===== src/hw/rtl/tilt_pkg.sv =====
// tilt_pkg: shared constants and the arctangent table for the tilt angle unit
// no dependencies; used by tilt_smul, tilt_cordic and tilt_angle_from_imu_unit
package tilt_pkg;

	localparam int CORDIC_STEPS_DEF = 16;
	localparam int TABLE_LEN        = 24;

	// serial multiplier geometry
	localparam int FACT_W = 18;
	localparam int PROD_W = 64;

	// datapath widths
	localparam int XY_W = 40;
	localparam int CW_W = 44;
	localparam int Z_W  = 24;

	// configuration register indexes
	localparam logic [7:0] REG_RADIUS = 8'd0;
	localparam logic [7:0] REG_RATE   = 8'd1;

	localparam logic [15:0] RADIUS_RST = 16'd9830;
	localparam logic [12:0] RATE_RST   = 13'd100;

	// fixed-point coefficients
	localparam logic [FACT_W-1:0] CENT_COEF = 18'd133412;
	localparam logic [FACT_W-1:0] TAN_COEF  = 18'd59718;
	localparam logic signed [Z_W-1:0] HALF_PI_Q20 = 24'sd1647099;
	localparam logic signed [15:0] ANGLE_MAX = 16'sd25736;

	// arctangent of 2^-i in 2^-20 rad
	function automatic logic [19:0] atan_q20(input logic [4:0] idx);
		logic [19:0] v;
		unique case (idx)
			5'd0:  v = 20'd823550;
			5'd1:  v = 20'd486170;
			5'd2:  v = 20'd256879;
			5'd3:  v = 20'd130396;
			5'd4:  v = 20'd65451;
			5'd5:  v = 20'd32757;
			5'd6:  v = 20'd16383;
			5'd7:  v = 20'd8192;
			5'd8:  v = 20'd4096;
			5'd9:  v = 20'd2048;
			5'd10: v = 20'd1024;
			5'd11: v = 20'd512;
			5'd12: v = 20'd256;
			5'd13: v = 20'd128;
			5'd14: v = 20'd64;
			5'd15: v = 20'd32;
			5'd16: v = 20'd16;
			5'd17: v = 20'd8;
			5'd18: v = 20'd4;
			5'd19: v = 20'd2;
			5'd20: v = 20'd1;
			default: v = 20'd0;
		endcase
		return v;
	endfunction

endpackage


===== src/hw/rtl/tilt_angle_from_imu_unit.sv =====
// tilt_angle_from_imu_unit: tilt angle from one imu sample with centripetal and tangential fix
// sequence: bit-serial multiplies, rounding and sums, normalizing (at most 40 doublings),
//   CORDIC_STEPS cordic steps and finish; zero skips cordic
// one sample at a time; the bit-serial multipliers, the cordic loop and output stalls set the rate
// the next sample is taken while the result beat still waits at the output register
// reset: radius 9830, sample rate 100, previous rate 0, no result pending
module tilt_angle_from_imu_unit #(
	parameter int CORDIC_STEPS = tilt_pkg::CORDIC_STEPS_DEF
) (
	input  logic               clk,
	input  logic               arst_n,
	input  logic               in_valid,
	output logic               in_stall,
	input  logic signed [15:0] accel_x,
	input  logic signed [15:0] accel_y,
	input  logic signed [15:0] rate_z,
	output logic               out_valid,
	input  logic               out_stall,
	output logic signed [15:0] angle,
	output logic               valid_res,
	input  logic               cfg_valid,
	output logic               cfg_ready,
	input  logic [7:0]         cfg_index,
	input  logic [15:0]        cfg_data
);

	typedef enum logic [2:0] {S_IDLE, S_MUL, S_SUM, S_CHK, S_COR, S_FIN} state_t;

	state_t                              state_q;
	logic [15:0]                         radius_q;
	logic [12:0]                         rate_q;
	logic signed [15:0]                  prev_q;
	logic signed [15:0]                  ax_q;
	logic signed [15:0]                  ay_q;
	logic                                dneg_q;
	logic [23:0]                         cw_q;
	logic [37:0]                         tw_q;
	logic signed [tilt_pkg::XY_W-1:0]    x_q;
	logic signed [tilt_pkg::XY_W-1:0]    y_q;
	logic signed [15:0]                  res_ang_q;
	logic                                res_vld_q;
	logic                                out_valid_q;
	logic signed [15:0]                  angle_q;
	logic                                valid_res_q;
	logic                                cor_start_q;

	logic                                in_acc;
	logic signed [16:0]                  d;
	logic [15:0]                         mr;
	logic [15:0]                         md;
	logic                                c_done;
	logic                                t_done;
	logic [tilt_pkg::PROD_W-1:0]         c_prod;
	logic [tilt_pkg::PROD_W-1:0]         t_prod;
	logic [tilt_pkg::PROD_W-1:0]         c_sum;
	logic [tilt_pkg::PROD_W-1:0]         t_sum;
	logic signed [tilt_pkg::XY_W-1:0]    tw_s;
	logic [tilt_pkg::XY_W-1:0]           x_abs;
	logic                                cor_done;
	logic [15:0]                         cor_ang;
	logic                                out_free;

	assign in_acc   = in_valid && !in_stall;
	assign in_stall = (state_q != S_IDLE);
	assign out_free = !out_valid_q || !out_stall;
	assign cfg_ready = 1'b1;

	// rate magnitude and rate change
	assign d  = 17'(rate_z) - 17'(prev_q);
	assign mr = rate_z[15] ? 16'(-17'(rate_z)) : 16'(rate_z);
	assign md = d[16] ? 16'(-d) : 16'(d);

	// centripetal term: rate^2 * radius * coef
	tilt_smul u_cent (
		.clk    (clk),
		.arst_n (arst_n),
		.start  (in_acc),
		.f0     (mr),
		.f1     (tilt_pkg::FACT_W'(mr)),
		.f2     (tilt_pkg::FACT_W'(radius_q)),
		.f3     (tilt_pkg::CENT_COEF),
		.done   (c_done),
		.prod   (c_prod)
	);

	// tangential term: |rate change| * sample rate * radius * coef
	tilt_smul u_tang (
		.clk    (clk),
		.arst_n (arst_n),
		.start  (in_acc),
		.f0     (md),
		.f1     (tilt_pkg::FACT_W'(rate_q)),
		.f2     (tilt_pkg::FACT_W'(radius_q)),
		.f3     (tilt_pkg::TAN_COEF),
		.done   (t_done),
		.prod   (t_prod)
	);

	assign c_sum = c_prod + (tilt_pkg::PROD_W'(1) << 39);
	assign t_sum = t_prod + (tilt_pkg::PROD_W'(1) << 25);
	assign tw_s  = dneg_q ? -tilt_pkg::XY_W'(tw_q) : tilt_pkg::XY_W'(tw_q);
	assign x_abs = x_q[tilt_pkg::XY_W-1] ? tilt_pkg::XY_W'(-x_q) : tilt_pkg::XY_W'(x_q);

	tilt_cordic #(
		.CORDIC_STEPS (CORDIC_STEPS)
	) u_cordic (
		.clk       (clk),
		.arst_n    (arst_n),
		.start     (cor_start_q),
		.x_abs     (x_abs),
		.y_in      (y_q),
		.done      (cor_done),
		.mag_angle (cor_ang)
	);

	// configuration registers
	always_ff @(posedge clk or negedge arst_n) begin
		if (!arst_n) begin
			radius_q <= tilt_pkg::RADIUS_RST;
			rate_q   <= tilt_pkg::RATE_RST;
		end else if (cfg_valid && cfg_ready) begin
			if (cfg_index == tilt_pkg::REG_RADIUS) begin
				radius_q <= cfg_data;
			end else if (cfg_index == tilt_pkg::REG_RATE) begin
				rate_q <= cfg_data[12:0];
			end
		end
	end

	// sequencer and output register
	always_ff @(posedge clk or negedge arst_n) begin
		if (!arst_n) begin
			state_q     <= S_IDLE;
			prev_q      <= '0;
			out_valid_q <= 1'b0;
			cor_start_q <= 1'b0;
		end else begin
			cor_start_q <= (state_q == S_CHK) && !(x_q == '0 && y_q == '0);
			if (state_q == S_FIN && out_free) begin
				out_valid_q <= 1'b1;
			end else if (!out_stall) begin
				out_valid_q <= 1'b0;
			end
			unique case (state_q)
				S_IDLE: begin
					if (in_acc) begin
						prev_q  <= rate_z;
						state_q <= S_MUL;
					end
				end
				S_MUL: begin
					if (c_done && t_done) begin
						state_q <= S_SUM;
					end
				end
				S_SUM: state_q <= S_CHK;
				S_CHK: begin
					if (x_q == '0 && y_q == '0) begin
						state_q <= S_FIN;
					end else begin
						state_q <= S_COR;
					end
				end
				S_COR: begin
					if (cor_done) begin
						state_q <= S_FIN;
					end
				end
				S_FIN: begin
					if (out_free) begin
						state_q <= S_IDLE;
					end
				end
				default: state_q <= S_IDLE;
			endcase
		end
	end

	// datapath registers
	always_ff @(posedge clk) begin
		if (in_acc) begin
			ax_q   <= accel_x;
			ay_q   <= accel_y;
			dneg_q <= d[16];
		end
		if (state_q == S_MUL && c_done && t_done) begin
			cw_q <= c_sum[63:40];
			tw_q <= t_sum[63:26];
		end
		if (state_q == S_SUM) begin
			x_q <= (tilt_pkg::XY_W'(ax_q) <<< 8) + tw_s;
			y_q <= (tilt_pkg::XY_W'(ay_q) <<< 8) + tilt_pkg::XY_W'(cw_q);
		end
		if (state_q == S_CHK) begin
			res_ang_q <= '0;
			res_vld_q <= !(x_q == '0 && y_q == '0);
		end
		if (state_q == S_COR && cor_done) begin
			res_ang_q <= (x_q > 0) ? -$signed(cor_ang) : $signed(cor_ang);
		end
		if (state_q == S_FIN && out_free) begin
			angle_q     <= res_ang_q;
			valid_res_q <= res_vld_q;
		end
	end

	assign out_valid = out_valid_q;
	assign angle     = angle_q;
	assign valid_res = valid_res_q;

	// a zero vector always reports angle zero
	a_zero_angle: assert property (@(posedge clk) disable iff (!arst_n)
		(out_valid && !valid_res) |-> (angle == 16'sd0))
		else $error("invalid result with nonzero angle");

	// the angle stays within plus and minus pi
	a_angle_range: assert property (@(posedge clk) disable iff (!arst_n)
		out_valid |-> (angle <= tilt_pkg::ANGLE_MAX && angle >= -tilt_pkg::ANGLE_MAX))
		else $error("angle out of range");

	// the cordic is only started with a nonzero vector
	a_cor_start: assert property (@(posedge clk) disable iff (!arst_n)
		cor_start_q |-> (state_q == S_COR && !(x_q == '0 && y_q == '0)))
		else $error("cordic started on zero vector");

endmodule


===== src/hw/rtl/tilt_smul.sv =====
// tilt_smul: bit-serial product of four factors, f0*f1*f2*f3, one multiplier bit a cycle
// depends on tilt_pkg
module tilt_smul (
	input  logic                              clk,
	input  logic                              arst_n,
	input  logic                              start,
	input  logic [15:0]                       f0,
	input  logic [tilt_pkg::FACT_W-1:0]       f1,
	input  logic [tilt_pkg::FACT_W-1:0]       f2,
	input  logic [tilt_pkg::FACT_W-1:0]       f3,
	output logic                              done,
	output logic [tilt_pkg::PROD_W-1:0]       prod
);

	logic                              busy_q;
	logic [1:0]                        pass_q;
	logic [4:0]                        bit_q;
	logic [tilt_pkg::PROD_W-1:0]       mcand_q;
	logic [tilt_pkg::FACT_W-1:0]       mplier_q;
	logic [tilt_pkg::PROD_W-1:0]       acc_q;
	logic [tilt_pkg::FACT_W-1:0]       f2_q;
	logic [tilt_pkg::FACT_W-1:0]       f3_q;
	logic [tilt_pkg::PROD_W-1:0]       prod_q;
	logic                              done_q;
	logic [tilt_pkg::PROD_W-1:0]       acc_nxt;

	// one shift-add step
	assign acc_nxt = acc_q + (mplier_q[0] ? mcand_q : '0);

	// control state
	always_ff @(posedge clk or negedge arst_n) begin
		if (!arst_n) begin
			busy_q <= 1'b0;
			done_q <= 1'b0;
			pass_q <= '0;
			bit_q  <= '0;
		end else begin
			done_q <= !start && busy_q && (bit_q == 5'(tilt_pkg::FACT_W - 1)) &&
				(pass_q == 2'd2);
			if (start) begin
				busy_q <= 1'b1;
				pass_q <= '0;
				bit_q  <= '0;
			end else if (busy_q) begin
				if (bit_q == 5'(tilt_pkg::FACT_W - 1)) begin
					bit_q <= '0;
					if (pass_q == 2'd2) begin
						busy_q <= 1'b0;
					end else begin
						pass_q <= pass_q + 2'd1;
					end
				end else begin
					bit_q <= bit_q + 5'd1;
				end
			end
		end
	end

	// operand shift registers and accumulator
	always_ff @(posedge clk) begin
		if (start) begin
			mcand_q  <= tilt_pkg::PROD_W'(f0);
			mplier_q <= f1;
			f2_q     <= f2;
			f3_q     <= f3;
			acc_q    <= '0;
		end else if (busy_q) begin
			if (bit_q == 5'(tilt_pkg::FACT_W - 1)) begin
				acc_q <= '0;
				if (pass_q == 2'd2) begin
					prod_q <= acc_nxt;
				end else begin
					mcand_q  <= acc_nxt;
					mplier_q <= (pass_q == 2'd0) ? f2_q : f3_q;
				end
			end else begin
				acc_q    <= acc_nxt;
				mcand_q  <= mcand_q << 1;
				mplier_q <= mplier_q >> 1;
			end
		end
	end

	assign done = done_q;
	assign prod = prod_q;

endmodule


===== src/hw/rtl/tilt_cordic.sv =====
// tilt_cordic: normalizing doubler and vectoring cordic, returns atan2(x, y) in 2^-13 rad
// depends on tilt_pkg
module tilt_cordic #(
	parameter int CORDIC_STEPS = tilt_pkg::CORDIC_STEPS_DEF
) (
	input  logic                               clk,
	input  logic                               arst_n,
	input  logic                               start,
	input  logic [tilt_pkg::XY_W-1:0]          x_abs,
	input  logic signed [tilt_pkg::XY_W-1:0]   y_in,
	output logic                               done,
	output logic [15:0]                        mag_angle
);

	localparam int IW = $clog2(CORDIC_STEPS);
	localparam logic signed [tilt_pkg::CW_W-1:0] LIM = tilt_pkg::CW_W'(64'd1 << 40);

	typedef enum logic [1:0] {C_IDLE, C_NORM, C_ITER, C_FIN} cstate_t;

	cstate_t                             state_q;
	logic signed [tilt_pkg::CW_W-1:0]    x_q;
	logic signed [tilt_pkg::CW_W-1:0]    y_q;
	logic signed [tilt_pkg::Z_W-1:0]     z_q;
	logic [IW-1:0]                       it_q;
	logic                                done_q;
	logic [15:0]                         ang_q;

	logic signed [tilt_pkg::CW_W-1:0]    xs;
	logic signed [tilt_pkg::CW_W-1:0]    ys;
	logic signed [tilt_pkg::Z_W-1:0]     at;
	logic signed [tilt_pkg::Z_W-1:0]     zc;
	logic [tilt_pkg::Z_W-1:0]            zr;

	// shifted operands and table angle of this step
	assign xs = x_q >>> it_q;
	assign ys = y_q >>> it_q;
	assign at = tilt_pkg::Z_W'(tilt_pkg::atan_q20(5'(it_q)));

	// clamp, round and saturate the final angle
	assign zc = z_q[tilt_pkg::Z_W-1] ? '0 : z_q;
	assign zr = (tilt_pkg::Z_W'(zc) + tilt_pkg::Z_W'(64)) >> 7;

	always_ff @(posedge clk or negedge arst_n) begin
		if (!arst_n) begin
			state_q <= C_IDLE;
			done_q  <= 1'b0;
			it_q    <= '0;
		end else begin
			done_q <= (state_q == C_FIN);
			unique case (state_q)
				C_IDLE: begin
					if (start) begin
						x_q     <= tilt_pkg::CW_W'(x_abs);
						y_q     <= tilt_pkg::CW_W'(y_in);
						state_q <= C_NORM;
					end
				end
				C_NORM: begin
					// double until one part reaches 2^40, then swap into the right half plane
					if (x_q < LIM && y_q < LIM && y_q > -LIM) begin
						x_q <= x_q <<< 1;
						y_q <= y_q <<< 1;
					end else begin
						it_q    <= '0;
						state_q <= C_ITER;
						if (y_q < 0) begin
							x_q <= -y_q;
							y_q <= x_q;
							z_q <= tilt_pkg::HALF_PI_Q20;
						end else begin
							x_q <= y_q;
							y_q <= x_q;
							z_q <= '0;
						end
					end
				end
				C_ITER: begin
					// one vectoring step a cycle
					if (y_q >= 0) begin
						x_q <= x_q + ys;
						y_q <= y_q - xs;
						z_q <= z_q + at;
					end else begin
						x_q <= x_q - ys;
						y_q <= y_q + xs;
						z_q <= z_q - at;
					end
					if (it_q == IW'(CORDIC_STEPS - 1)) begin
						state_q <= C_FIN;
					end else begin
						it_q <= it_q + IW'(1);
					end
				end
				C_FIN: begin
					ang_q   <= (zr > tilt_pkg::Z_W'(tilt_pkg::ANGLE_MAX)) ?
						16'(tilt_pkg::ANGLE_MAX) : zr[15:0];
					state_q <= C_IDLE;
				end
				default: state_q <= C_IDLE;
			endcase
		end
	end

	assign done      = done_q;
	assign mag_angle = ang_q;

endmodule


===== config.mk =====
export PLATFORM = sky130hd
export DESIGN_NAME = tilt_angle_from_imu_unit
export DESIGN_NICKNAME = d
export VERILOG_FILES = /design/src/hw/rtl/tilt_pkg.sv /design/src/hw/rtl/tilt_angle_from_imu_unit.sv /design/src/hw/rtl/tilt_smul.sv /design/src/hw/rtl/tilt_cordic.sv
export SDC_FILE = /design/constraint.sdc
export NUM_CORES = 2
export LEC_CHECK = 0
export BUFFER_PORTS_ARGS = -buffer_cell sky130_fd_sc_hd__buf_4
export CORE_MARGIN = 2
export CORE_UTILIZATION = 45
export CTS_CLUSTER_SIZE = 30
export DETAILED_ROUTE_END_ITERATION = 7
export RECOVER_POWER = 50
export SYNTH_ARGS = -nofsm -noshare
export SYNTH_HDL_FRONTEND = slang
export SYNTH_SLANG_ARGS = --single-unit

===== constraint.sdc =====
create_clock -name clk -period 10 [get_ports clk]
set_input_delay 0.5 -clock clk [delete_from_list [all_inputs] [get_ports clk]]
set_output_delay 0.5 -clock clk [all_outputs]
set_load 0.02 [all_outputs]

==> flow_summary.toml <==
[worst_setup_path]
slowest_delay_ns = 2.28
criticalPathCategory = "input pin to flip-flop"
critPathBufInv = 4
cp_max_fo = 50
required_ns = 10.23
path_cells = "dlygate4sd3_1 > clkbuf_1 > nor2b_4 > clkbuf_1 > clkbuf_1"
critPathLaunchType = "input pin"
critPathArrivalTime_ns = 8.02
crit_path_frequent_cell = "clkbuf_1"
critPathSlowestCell = "clkbuf_1"
endpoint_kind = "flip-flop"
crit_family = "buffers and inverters"

[sta]
tightestPinTransition_ns = 3.88
relSlewSlack_pct = -159
rsz0062_at_grt = "no"
setup_tns_ns = 0
fin_crit_ns = 7.79
fmax_mhz = 128
slew_viol_final = 747
setup_viol = 0
finClkSkew_ns = 0.0449
finalHoldViolations = 0
finalCritPeriodShare_pct = 77.9
setup_ws_ns = 2.21

[logic_synthesis]
synth.largest_area_cell = "edfxtp_1"
async_flop_share_pct = 9.77
synthCells = 6451
yosysUniqueCellTypes = 99
ys_seq_area_share_pct = 35.2
synth_nets = 6876
yosysWarnings = 0
synth_area_leaders = "edfxtp_1 24%, dfxtp_1 7.9%, ha_1 7.3%"
ys_seq_elements = 768
syn_area_um2 = 58000
syn_avg_cell_area_um2 = 8.99
synthFlopType = "edfxtp_1"
synth_top_area_share_pct = 24.0
synth_edf_count = 464

[floorplanning]
fp.dieW_um = 363
coreArea_um2 = 128000
pin_count = 97
die_h_um = 363
start_util_pct = 45.4
floorplan.die_area_um2 = 132000
rows = 131

[pwr]
p_sw_share_pct = 47.2
power.share.combinational_pct = 63.4
cellLeakagePower_nw = 24.8
power.switching_mw = 12.0
power_frac_seq_pct = 22.6
vdd_ir_drop_max_mv = 0.206
cellPowerDensity_nw_per_um2 = 401
p_clk_share_pct = 14.0
internal-power_mw = 13.5

[route]
num_vias = 49100
routed_wl_um = 170000
drt_iter0_drc = 4035
first_pass_iters = 5
drc = 0
avgViaCountPerCell = 6.04
detail_route.wl_per_cell_um = 20.9
final_antenna_net_count = 0

[grt]
grt_pass1_vias = 47200
antenna_found_initial = 8
gr-total-overflow = 0
grt_pass1_wl_um = 268000
track_usage_pct = 25.3
grt_max_degree = 92

[clock_tree]
clock_sinks = 768
numCtsBuffers = 92
cts_root_buf = "clkbuf_16"
clockBufferDepth = 3
ctsHtreeMaxLevel = 3
cts_tree = "yes"
postCtsSetupBuffers = 0
path_clk_slew_ns = 0.06
clock_latency_ns = 0.73

[run_status]
outcome = "complete, but fails checks"
violations = "max-capacitance violations, max-slew violations"

[hold_path]
min_path_type = "input pin to flip-flop"

[flow_run]
max_cap_violations = 16

[cells_and_area]
drive_gt1_share_pct = 7.62
nNetsFinal = 6815
syn_to_final_growth_pct = 9.54

[placed_design]
dpl_worst_slack_ns = 2.36
dp_hpwl_um = 121000
gp_congestion = 0.936
numPortBuffers = 95
layout make-up:
class / count / area, µm²
inverter: 163 / 613
fill: 12000 / 64200
tap: 1662 / 2080
clock buffer: 112 / 2540
timing repair buffer: 210 / 1570
multi-input combinational: 5155 / 35600
sequential: 768 / 20400
antenna: 5 / 12.5
clock inverter: 59 / 659
logic make-up (layout without fill, tap and decap cells):
family                     after synthesis  in the layout  share of synthesized area (%)
AOI/OAI and AO/OA                     1946           1946                           21.2
xor gates and xnor gates               584            584                           8.82
adders and majority gates              348            348                           7.61
buffers and inverters                  528            544                           3.58
DFF                                    768            768                           35.2
muxes                                  268            268                           6.96
other                                    2              7                         0.0129
and+or+nand+nor                       2007           2007                           16.6
Yosys cell counts, types with 29 or more instances:
| master | count |
|---|---|
| nand2_1 | 693 |
| a21oi_1 | 556 |
| o21ai_0 | 484 |
| edfxtp_1 | 464 |
| nor2_1 | 430 |
| xnor2_1 | 367 |
| ha_1 | 340 |
| clkbuf_1 | 292 |
| dfxtp_1 | 229 |
| xor2_1 | 217 |
| nand3_1 | 168 |
| a21o_1 | 165 |
| inv_1 | 159 |
| and2_1 | 158 |
| a22o_1 | 116 |
| mux2i_1 | 112 |
| nor3_1 | 93 |
| a31oi_1 | 86 |
| mux4_2 | 83 |
| and3_1 | 76 |
| o31ai_1 | 68 |
| nand2b_1 | 67 |
| dfrtp_1 | 65 |
| a211oi_1 | 61 |
| nand4_1 | 61 |
| mux2_2 | 57 |
| o21bai_1 | 56 |
| nor2b_1 | 47 |
| o211ai_1 | 44 |
| or3_1 | 44 |
| o21a_1 | 43 |
| nor4_1 | 38 |
| buf_1 | 37 |
| or4_1 | 34 |
| o41ai_1 | 29 |
worst paths after layout:
kind                                   from  cells after the start               end  slack [ns]
max in group asynchronous            arst_n                      3  u_cordic.it_q[2]        5.19
setup / recovery                     arst_n                      5  u_cordic.x_q[27]        2.21
setup reg to reg           u_cordic.it_q[1]                     19  u_cordic.y_q[43]        2.27
min in group asynchronous            arst_n                      2      radius_q[15]        1.38
hold / removal                    out_stall                      3         out_valid        0.05
hold reg to reg               res_ang_q[12]                      0         angle[12]        0.41
tightest hold or removal path, stage by stage:
cell	delay (ns)
buf_4	0.09
nand2_1	0.06
nand2_1	0.06
state kept, by name (all words and copies together), names as in the netlist, 18 cells and up:
| signal | cells |
|---|---|
| tw_q | 38 |
| u_tang.prod | 39 |
| y_q | 26 |
| u_cordic.x_q | 44 |
| u_cordic.z_q | 24 |
| u_cordic.y_q | 44 |
| cw_q | 24 |
| x_q | 40 |
| u_cent.mcand_q | 64 |
| u_cent.acc_q | 64 |
| u_tang.acc_q | 64 |
| u_tang.mcand_q | 64 |
| u_cent.mplier_q | 18 |
| u_cent.prod | 25 |
power by group through the flow:
stage	Sequential [mW]	Combinational (mW)	Clock, mW
after detailed placement	5.76	15.9	0
after CTS	5.71	16.0	3.63
final	5.77	16.1	3.56
after global placement	5.75	15.8	0
after floorplan	5.25	12.6	0
after global routing	5.87	17.9	3.74
metrics by stage:
stage | utilization [%] | cell area [µm²] | hold slack (ns) | total power, mW | cells
4_1_cts | 49.9 | 63700 | 0.00169 | 25.4 | 8129
2_1_floorplan | - | 58000 | 0.204 | 17.8 | 6451
5_1_grt | 49.8 | 63500 | 0.0195 | 27.5 | 8133
3_5_place_dp | 46.9 | 59900 | 0.405 | 21.7 | 7903
3_3_place_gp | 46.9 | 59900 | 0.402 | 21.5 | 7903
6_report | 49.8 | 63500 | 0.0456 | 25.5 | 8134
timing repair:
action / 4_1_cts / 5_1_grt
hold buffers: 55 / 0
resized for setup: 0 / 0
hold endpoints to repair: 102 / 0
routing by layer:
metal  share of wire, %  GRT usage [%]  routed length [µm]
met4                2.9           7.63                4860
met1                 45           34.3               76800
met3                5.2           3.16                8880
met2                 47           42.1               79500
met5              0.026              0                  44
placed cells by master (no fill, tap or decap), types with 25 or more instances in the layout:
cell type	instances
nand2_1	692
a21oi_1	555
o21ai_0	484
edfxtp_1	464
nor2_1	426
xnor2_1	367
ha_1	338
dfxtp_1	229
xor2_1	217
nand3_1	167
a21o_1	164
inv_1	157
and2_1	154
a22o_1	116
mux2i_1	112
clkbuf_16	98
nor3_1	91
buf_4	87
a31oi_1	86
mux4_2	83
and3_1	74
o31ai_1	68
nand2b_1	67
nand4_1	61
a211oi_1	61
dfrtp_1	61
mux2_2	57
o21bai_1	56
dlygate4sd3_1	55
clkbuf_1	49
nor2b_1	46
or3_1	44
o211ai_1	44
o21a_1	43
nor4_1	38
or4_1	34
o41ai_1	29
clkbuf_4	29
or2_2	27
nand3b_1	25
No activity file was read; power rests on OpenSTA's default activity.
